--- src/design/mctc_ram.sv ---
module mctc_ram #(
    parameter int WIDTH = 16,
    parameter int DEPTH = 256
) (
    input  logic                     i_clk,
    input  logic                     i_we,
    input  logic [$clog2(DEPTH)-1:0] i_waddr,
    input  logic [WIDTH-1:0]         i_wdata,
    input  logic                     i_re,
    input  logic [$clog2(DEPTH)-1:0] i_raddr,
    output logic [WIDTH-1:0]         o_rdata
);
    logic [WIDTH-1:0] r_mem [DEPTH];
    logic [WIDTH-1:0] r_rdata;

    always_ff @(posedge i_clk) begin
        if (i_we) begin
            r_mem[i_waddr] <= i_wdata;
        end
        if (i_re) begin
            r_rdata <= r_mem[i_raddr];
        end
    end

    assign o_rdata = r_rdata;
endmodule

--- config.mk ---
export PLATFORM = sky130hd
export DESIGN_NAME = mctc_ram
export DESIGN_NICKNAME = d
export VERILOG_FILES = /design/src/design/mctc_ram.sv
export SDC_FILE = /design/constraint.sdc
export NUM_CORES = 2
export LEC_CHECK = 0
export ABC_CLOCK_PERIOD_IN_PS = 4800
export BUFFER_PORTS_ARGS = -buffer_cell sky130_fd_sc_hd__buf_2
export CAP_MARGIN = 20
export CORE_AREA = 10 10 575 577
export DETAILED_ROUTE_END_ITERATION = 16
export DIE_AREA = 0 0 585 587
export PLACE_DENSITY_LB_ADDON = 0.05
export SLEW_MARGIN = 30
export SYNTH_ARGS = -nofsm -noshare
export SYNTH_HDL_FRONTEND = slang
export SYNTH_SLANG_ARGS = --single-unit
--- constraint.sdc ---
create_clock -name i_clk -period 4.8 [get_ports i_clk]
set_input_delay 0.24 -clock i_clk [delete_from_list [all_inputs] [get_ports i_clk]]
set_output_delay 0.24 -clock i_clk [all_outputs]
set_load 0.01 [all_outputs]
==> impl_metrics.ini <==
[status]
outcome = completed

[cts]
post-cts-setup-buffer-count = 0
clockRootBuffer = clkbuf_16
cts.sinks = 4112
insertion_delay_ns = 1.00
clock_path_buffers = 4
htreeDepth = 5
cts.clk_slew.worst_paths_ns = 0.06
cts_buffers = 424
cts_tree = done

[worst_setup_path]
arrival_ns = 4.42
start_kind = input port
path_class = input port to flop
path_max_fanout = 46
cp.required_ns = 5.54
cp-end-kind = flop

[floorplanning]
io_pins = 51
start_util_pct = 49.7
die_w_um = 585
fp.coreArea_mm2 = 0.320
dieArea_mm2 = 0.343
num_rows = 208
chipHeight_um = 587

[yosys]
yosys.area_share.simple_pct = 1.57
synth_top_family_by_area = multiplexers
async_flop_share_pct = 0
synth_seq_cells = 4112
synth-xor-area-share_pct = 0
syn_avg_cell_area_um2 = 21.6
yosysMostFrequentCell = edfxtp_1
synth_nets = 7395
synth_compound_area_share_pct = 3.53
ys_types = 51
synthFlopType = edfxtp_1
synth_fa_ha_area_share_pct = 0
synth_mux_area_share_pct = 15.5
synth_cells = 7360
synth-edff-count = 4112
syn_area_mm2 = 0.159
synth_seq_area_share_pct = 77.7
synth_top_cell_by_area = edfxtp_1
synth_top_area_share_pct = 77.7
synthTopCellsByArea = edfxtp_1 78%, mux4_2 11%, mux2i_1 3.6%, o221ai_1 1.4%, nor2_1 0.72%
synth.top_cells.by_count = 4112 x edfxtp_1, 797 x mux4_2, 565 x mux2i_1
ys_warn_count = 0

[route]
dr_total_vias = 79500
drcViolationCount = 0
drt_wl_total_mm = 445
first_iter_violations = 9236
antenna_left = 0
dr.pass1.iters = 5
wl_per_cell_um = 35.6
via_per_inst = 6.36

[grt]
first_global_vias = 78300
grt_max_degree = 155
overflow = 0
grt_pass1_wl_mm = 621
antenna_found_initial = 27
grt_usage_pct = 25.4

[placement]
port_buffers = 50
detailed_place_hpwl_mm = 268
dpl.cell_count = 11700
place_congestion = 0.865

[finish]
syn_to_final_growth_pct = 13.7
fin_util_pct = 56.5
multi_input_area_mm2 = 0.0333
instances_no_fill = 12500
fillCellCount = 23800
layout-drive-gt1-share_pct = 26.4
area.sequential_mm2 = 0.123
fin_nets = 7956

[power_and_ir_drop]
p_leak_uw = 0.0574
vdd_drop_max_mv = 0.316
p_per_area_mw_per_mm2 = 415

[sta]
fin_crit_ns = 3.68
rsz0062_at_grt = false
fmax_mhz = 272
slew_headroom_pct = 27.8
final_max_slew_viol_count = 0
fin_skew_ns = 0.0565
whs_ns = 0.211
hold_viol_final = 0
fin_crit_sh_pct = 76.7
setup_viol = 0
tightest_slew_ns = 1.07

[worst_hold_path]
hold_path.class = input port to flop

[flow_run]
maxCapViolations = 0
through the flow:
step	worst slack [ns]	cell area, um^2	setup TNS (ns)	power, uW
6_report	1.12	181000	0	75000
5_1_grt	1.11	181000	0	77200
4_1_cts	1.31	180000	0	75600
3_5_place_dp	0.275	167000	0	44300
3_3_place_gp	-0.00274	167000	-0.00274	44200
2_1_floorplan	2.31	159000	0	42300
cells in the final DEF (no fill, tap or decap), types with 32 or more instances in the layout:
cell type | netlist | final
o21ai_0 | 37 | 32
nor2_1 | 304 | 188
mux2_2 | 88 | 88
mux4_2 | 797 | 797
a22oi_1 | 43 | 43
o22ai_1 | 148 | 148
clkbuf_16 | 0 | 429
o221ai_1 | 252 | 252
mux2i_1 | 565 | 565
clkbuf_1 | 230 | 93
a22o_1 | 32 | 32
edfxtp_1 | 4112 | 4112
a21oi_1 | 175 | 175
clkinv_1 | 0 | 116
nor3_1 | 92 | 87
clkinv_2 | 0 | 84
buf_12 | 5 | 58
nand2_1 | 38 | 35
buf_4 | 26 | 459
nor2_2 | 0 | 95
where the power goes:
group	internal [uW]	switching (uW)	total, uW	leakage, uW
clock	17900	13600	31500	0.00648
combinational	1300	2560	3860	0.0139
sequential	39600	59.1	39700	0.0370
total	58800	16200	75000	0.0574
state kept, by name, summed over array words and instances (netlist names):
register	count
o_rdata	16
r_mem	4096
kinds of logic (layout without fill, tap and decap cells):
logic type             count (synthesis)  count (layout)
other                                  0              21
AND/OR/NAND/NOR                      556             556
buffers and inverters                456            1371
flip-flops                          4112            4112
AO/OA/AOI/OAI                        786             786
multiplexers                        1450            1450
path summary, 6_finish.rpt:
| path | from | to | slack [ns] | cells past startpoint |
|---|---|---|---|---|
| hold reg to reg | r_mem[251][1] | o_rdata[1] | 1.17 | 6 |
| setup / recovery | i_raddr[1] | o_rdata[6] | 1.12 | 11 |
| hold / removal | i_waddr[4] | r_mem[191][8] | 0.21 | 4 |
| setup reg to reg | r_mem[138][3] | o_rdata[3] | 1.44 | 7 |
critical path: stages:
cell and delay (ns):
buf_8 0.53, nand2b_4 0.29, buf_12 0.27, buf_12 0.20
buf_12 0.17, buf_4 0.22, o221ai_1 0.42, a21oi_1 0.18
a21oi_1 0.62, nand4_1 0.58, nor4_1 0.47
cell type report:
cell class                      count  share of cell area (%)
Clock buffer                      522                    6.14
Clock inverter                    258                    1.17
Multi-Input combinational cell   2792                    18.4
Tap cell                         4200                    2.91
Sequential cell                  4112                    68.4
Timing Repair Buffer              587                    2.95
Antenna cell                       21                  0.0291
Inverter                            4                  0.0152
layer usage:
| metal | GRT usage (%) | vias to the layer above | wire length [um] |
|---|---|---|---|
| met5 | 0 | - | 101 |
| met4 | 6.71 | 18 | 12800 |
| met2 | 39.9 | 3193 | 211000 |
| li1 | - | 32500 | - |
| met1 | 37.1 | 43200 | 187000 |
| met3 | 4.73 | 577 | 33700 |
timing repair:
item	in CTS	in global routing
hold buffers	17	0
hold endpoints to repair	1272	0
gates resized for setup	0	0
Power figures use the tool's default switching activity.
