--- config.mk ---
export PLATFORM = sky130hd
export DESIGN_NAME = mctc_div
export DESIGN_NICKNAME = d
export VERILOG_FILES = /design/src/design/mctc_pkg.sv /design/src/design/mctc_div.sv
export SDC_FILE = /design/constraint.sdc
export NUM_CORES = 2
export LEC_CHECK = 0
export ABC_AREA = 0
export BUFFER_PORTS_ARGS = -buffer_cell sky130_fd_sc_hd__buf_4
export CAP_MARGIN = 25
export CORE_MARGIN = 2
export CORE_UTILIZATION = 53
export CTS_BUF_LIST = sky130_fd_sc_hd__clkbuf_8 sky130_fd_sc_hd__clkbuf_16
export DETAILED_ROUTE_END_ITERATION = 10
export PLACE_DENSITY_LB_ADDON = 0.05
export SYNTH_ARGS = -nofsm -noshare
export SYNTH_HDL_FRONTEND = slang
export SYNTH_SLANG_ARGS = --single-unit
--- constraint.sdc ---
create_clock -name i_clk -period 10.7 [get_ports i_clk]
set_input_delay 0 -clock i_clk [delete_from_list [all_inputs] [get_ports i_clk]]
set_output_delay 0 -clock i_clk [all_outputs]
set_load 0.02 [all_outputs]
--- src/design/mctc_pkg.sv ---
package mctc_pkg;

    localparam int TABLE_DEPTH = 65536;
    localparam int TBL_AW      = $clog2(TABLE_DEPTH);
    localparam int CHAN_W      = 16;
    localparam int PROD_W      = 2 * CHAN_W;
    localparam int DIV_STAGES  = CHAN_W;

    // function codes
    localparam logic FUNC_WRITE = 1'b0;
    localparam logic FUNC_PIXEL = 1'b1;

    typedef logic [CHAN_W-1:0] t_chan;
    typedef logic [PROD_W-1:0] t_prod;

    typedef struct packed {
        t_chan x;
        t_chan y;
        t_chan z;
    } t_pix;

    typedef struct packed {
        t_prod x;
        t_prod y;
        t_prod z;
    } t_prod3;

endpackage

--- src/design/mctc_div.sv ---
module mctc_div import mctc_pkg::*; (
    input  logic   i_clk,
    input  logic   i_rst_n,
    input  logic   i_valid,
    output logic   o_ready,
    input  t_prod3 i_prod,
    input  t_chan  i_peak,
    output logic   o_valid,
    input  logic   i_ready,
    output t_pix   o_quo
);
    // each lane holds {remainder, dividend low bits / quotient bits}
    logic   r_vld  [DIV_STAGES+1];
    t_prod3 r_work [DIV_STAGES+1];
    t_chan  r_div  [DIV_STAGES+1];
    logic   mv     [DIV_STAGES+1];

    function automatic t_prod div_step(input t_prod w, input t_chan d);
        logic [CHAN_W:0] t;
        logic [CHAN_W:0] s;
        logic            b;
        t = {w[PROD_W-1:CHAN_W], w[CHAN_W-1]};
        s = t - {1'b0, d};
        b = (t >= {1'b0, d});
        if (b) begin
            div_step = {s[CHAN_W-1:0], w[CHAN_W-2:0], 1'b1};
        end else begin
            div_step = {t[CHAN_W-1:0], w[CHAN_W-2:0], 1'b0};
        end
    endfunction

    always_comb begin
        mv[DIV_STAGES] = r_vld[DIV_STAGES] && i_ready;
        for (int k = DIV_STAGES - 1; k >= 0; k--) begin
            mv[k] = r_vld[k] && (!r_vld[k+1] || mv[k+1]);
        end
    end

    assign o_ready = !r_vld[0] || mv[0];

    always_ff @(posedge i_clk) begin
        if (!i_rst_n) begin
            for (int k = 0; k <= DIV_STAGES; k++) begin
                r_vld[k] <= 1'b0;
            end
        end else begin
            if (o_ready) begin
                r_vld[0] <= i_valid;
            end
            for (int k = 1; k <= DIV_STAGES; k++) begin
                if (!r_vld[k] || mv[k]) begin
                    r_vld[k] <= mv[k-1];
                end
            end
        end
    end

    always_ff @(posedge i_clk) begin
        if (o_ready && i_valid) begin
            r_work[0] <= i_prod;
            r_div[0]  <= i_peak;
        end
        for (int k = 1; k <= DIV_STAGES; k++) begin
            if (mv[k-1] && (!r_vld[k] || mv[k])) begin
                r_work[k].x <= div_step(r_work[k-1].x, r_div[k-1]);
                r_work[k].y <= div_step(r_work[k-1].y, r_div[k-1]);
                r_work[k].z <= div_step(r_work[k-1].z, r_div[k-1]);
                r_div[k]    <= r_div[k-1];
            end
        end
    end

    assign o_valid = r_vld[DIV_STAGES];
    assign o_quo.x = r_work[DIV_STAGES].x[CHAN_W-1:0];
    assign o_quo.y = r_work[DIV_STAGES].y[CHAN_W-1:0];
    assign o_quo.z = r_work[DIV_STAGES].z[CHAN_W-1:0];
endmodule

==> results.toml <==
[outcome]
status = "complete, no violations"

[placed_design]
dpl.hpwl_um = 206200
dp_slack_ps = 5318
place_congestion = 0.9237
placed_cells = 10510
numPortBuffers = 165

[global_routing]
gr-usage-all-layers = 0.2786
grt_max_degree = 76
grt_pass1_wl_um = 390100
antenna_found_initial = 13
use_met1 = 0.4004
use_met3 = 0.04099
grt_use_met2 = 0.4411
grt_pass1_vias = 62670
overflow = 0
top_usage_layer = "met2"

[drt]
drc = 0
drt_iter0_drc = 5609
detail_route.wl_per_cell_um = 23.72
drtAntennaViolNets = 0
vias_per_cell = 5.870
wirelength_um = 263500
via_count = 65200
first_pass_iters = 6

[worst_hold_path]
hp-class = "in2reg"

[worst_setup_path]
crit_chain = "and2b_1, nand3_1, nor2_1, nand3_1, nor2_1, buf_4, and3_1, nand3_1, and2_4, buf_4, buf_4"
slowest_delay_ps = 930
crit_arrival_ps = 6060
start_kind = "register"
slowest_stage = "nand3_1"
path_max_fanout = 75
critPathKind = "reg2reg"
cp_data_required_time_ps = 11180
critPathCaptureType = "register"

[timing]
hold-worst-slack_ps = 83.41
period_minus_slack_ps = 5575
hold_viol = 0
fin_crit_sh = 0.5211
finClkSkew_ps = 57.81
setup_ws_ps = 5125
fin_tns_setup_ps = 0
fmax_mhz = 179.4
setup_viol = 0
rsz0062_at_grt = "false"
report.final.slew_viol_count = 0
worst_pin_slew_ps = 1055
max_slew_margin = 0.2922

[clock_tree]
cts_made_buffers = 196
post_cts_resized = 0
cts_sinks = 1857
ctsLongestPathBuffers = 3
cts_tree = "done"
htreeDepth = 4
insertion_delay_ps = 870
root_buffer = "clkbuf_16"
clk_pin_slew_ps = 60

[layout]
drive_above_1_share = 0.07631
layout_common_cells = "edfxtp_1, ha_1, nand2_1, nor2_1, inv_1"
fin_util = 0.6079
area_growth_pct = 13.93
final_nets = 9402
final_cells = 11110
layout_commonest_cell = "edfxtp_1"

[logic_synthesis]
yosys_register_bits = 1857
synth_async_sr_flop_share = 0
yosys.cell_types.count = 85
synth_top_area_frac = 0.5703
ys.warnings.count = 0
seq_area_frac_synth = 0.5703
syn_nets = 8851
syn_inst = 7922
synth-edff-count = 1857
netlist_area_um2 = 97780
yosys.area.top_type = "edfxtp_1"
synthTopCellsByArea = "edfxtp_1, ha_1, mux2_1"
synthFlopType = "edfxtp_1"
avgSynthCellArea_um2 = 12.34

[die]
die_x_um = 433.5
core_um2 = 183300
fp.dieH_um = 433.5
num_io_pins = 166
dieArea_um2 = 187900
rows = 157
start_util = 0.5335

[power_and_ir_drop]
powerDensity_nw_per_um2 = 142.1
p_leak_uw = 0.04211
ir_drop_mv = 0.1649

[job]
max-cap-violations = 0
## cell usage after synthesis (15+ instances only)
library cell,n
mux2_2,16
nand2b_1,130
a21boi_1,57
o31ai_1,81
nor4_1,41
o221a_2,15
nor2_1,506
o21a_1,207
xnor2_1,267
o21ai_1,393
nand4_1,104
o21ai_0,236
a2111oi_0,15
clkbuf_1,81
o21bai_1,70
buf_2,15
nor2b_1,132
or3_1,52
fa_1,45
a211oi_1,71
nand3_1,118
mux2i_1,38
inv_1,417
a21o_1,217
and4_1,20
ha_1,768
xor2_1,185
edfxtp_1,1857
nand2_1,571
mux2_1,232
nor3_1,140
o31a_1,34
and3_1,60
inv_2,40
a21oi_1,392
a31oi_1,54
## metal layers
metal	vias up	wire length [um]
met3	336	15540
met5	-	0
li1	31050	-
met1	31910	120500
met2	1908	120000
met4	0	7482
## timing repair
item | CTS | global route
setup buffers | 0 | 0
hold endpoints to repair | 187 | 0
hold buffers | 226 | 0
## state kept, by name, indices dropped and copies added, names as in the netlist
register and count:
r_div 256, r_vld 17, r_work 1584
## logic make-up (layout without fill, tap and decap cells)
group	after synthesis	count (layout)	synth area share
compound gates	2018	2018	0.1327
simple gates	1922	1922	0.09303
flops	1857	1857	0.5703
fa+ha+maj	813	813	0.1075
buf+inv	569	1283	0.02276
xor+xnor	452	452	0.04049
mux	291	291	0.03322
other cells	0	6	0
## report_power, final
part,internal (uW),total [uW],switching [uW]
clock network,3930,6850,2920
registers,8060,8120,63.1
logic,376,860,485
## worst max-delay path: cells and delay by family (launching register included)
kind | cells | cell delay, ps
buf+inv | 3 | 960
simple gates | 8 | 3720
flops | 1 | 340
## stage by stage
stage | cell area [um^2] | total power (uW)
floorplan | 97780 | 8801
global placement | 102300 | 9034
detailed placement | 102400 | 9049
CTS | 111300 | 15960
global route | 111400 | 16350
finish | 111400 | 15830
## area by class of cell
cell class / count / area [um^2]
fill: 14430 / 71870
multi-input combinational: 5496 / 40050
clock buffer: 197 / 4930
timing repair buffer: 465 / 4204
sequential: 1857 / 55760
tap: 2464 / 3083
inverter: 457 / 1715
antenna: 6 / 15.01
clock inverter: 164 / 1652
## path summary, 6_finish.rpt
kind | slack [ps] | cells past startpoint | from | endpoint
worst max register to register | 5120 | 11 | r_vld[0][16]$_SDFFCE_PN0P_ | r_work[0][67]$_DFFE_PP_
worst min-delay path | 80 | 2 | i_prod[42] | r_work[0][42]$_DFFE_PP_
worst max-delay path | 5120 | 11 | r_vld[0][16]$_SDFFCE_PN0P_ | r_work[0][67]$_DFFE_PP_
worst min register to register | 410 | 0 | r_work[0][9]$_DFFE_PP_ | r_work[1][10]$_DFFE_PP_
Power figures use the tool's default switching activity.
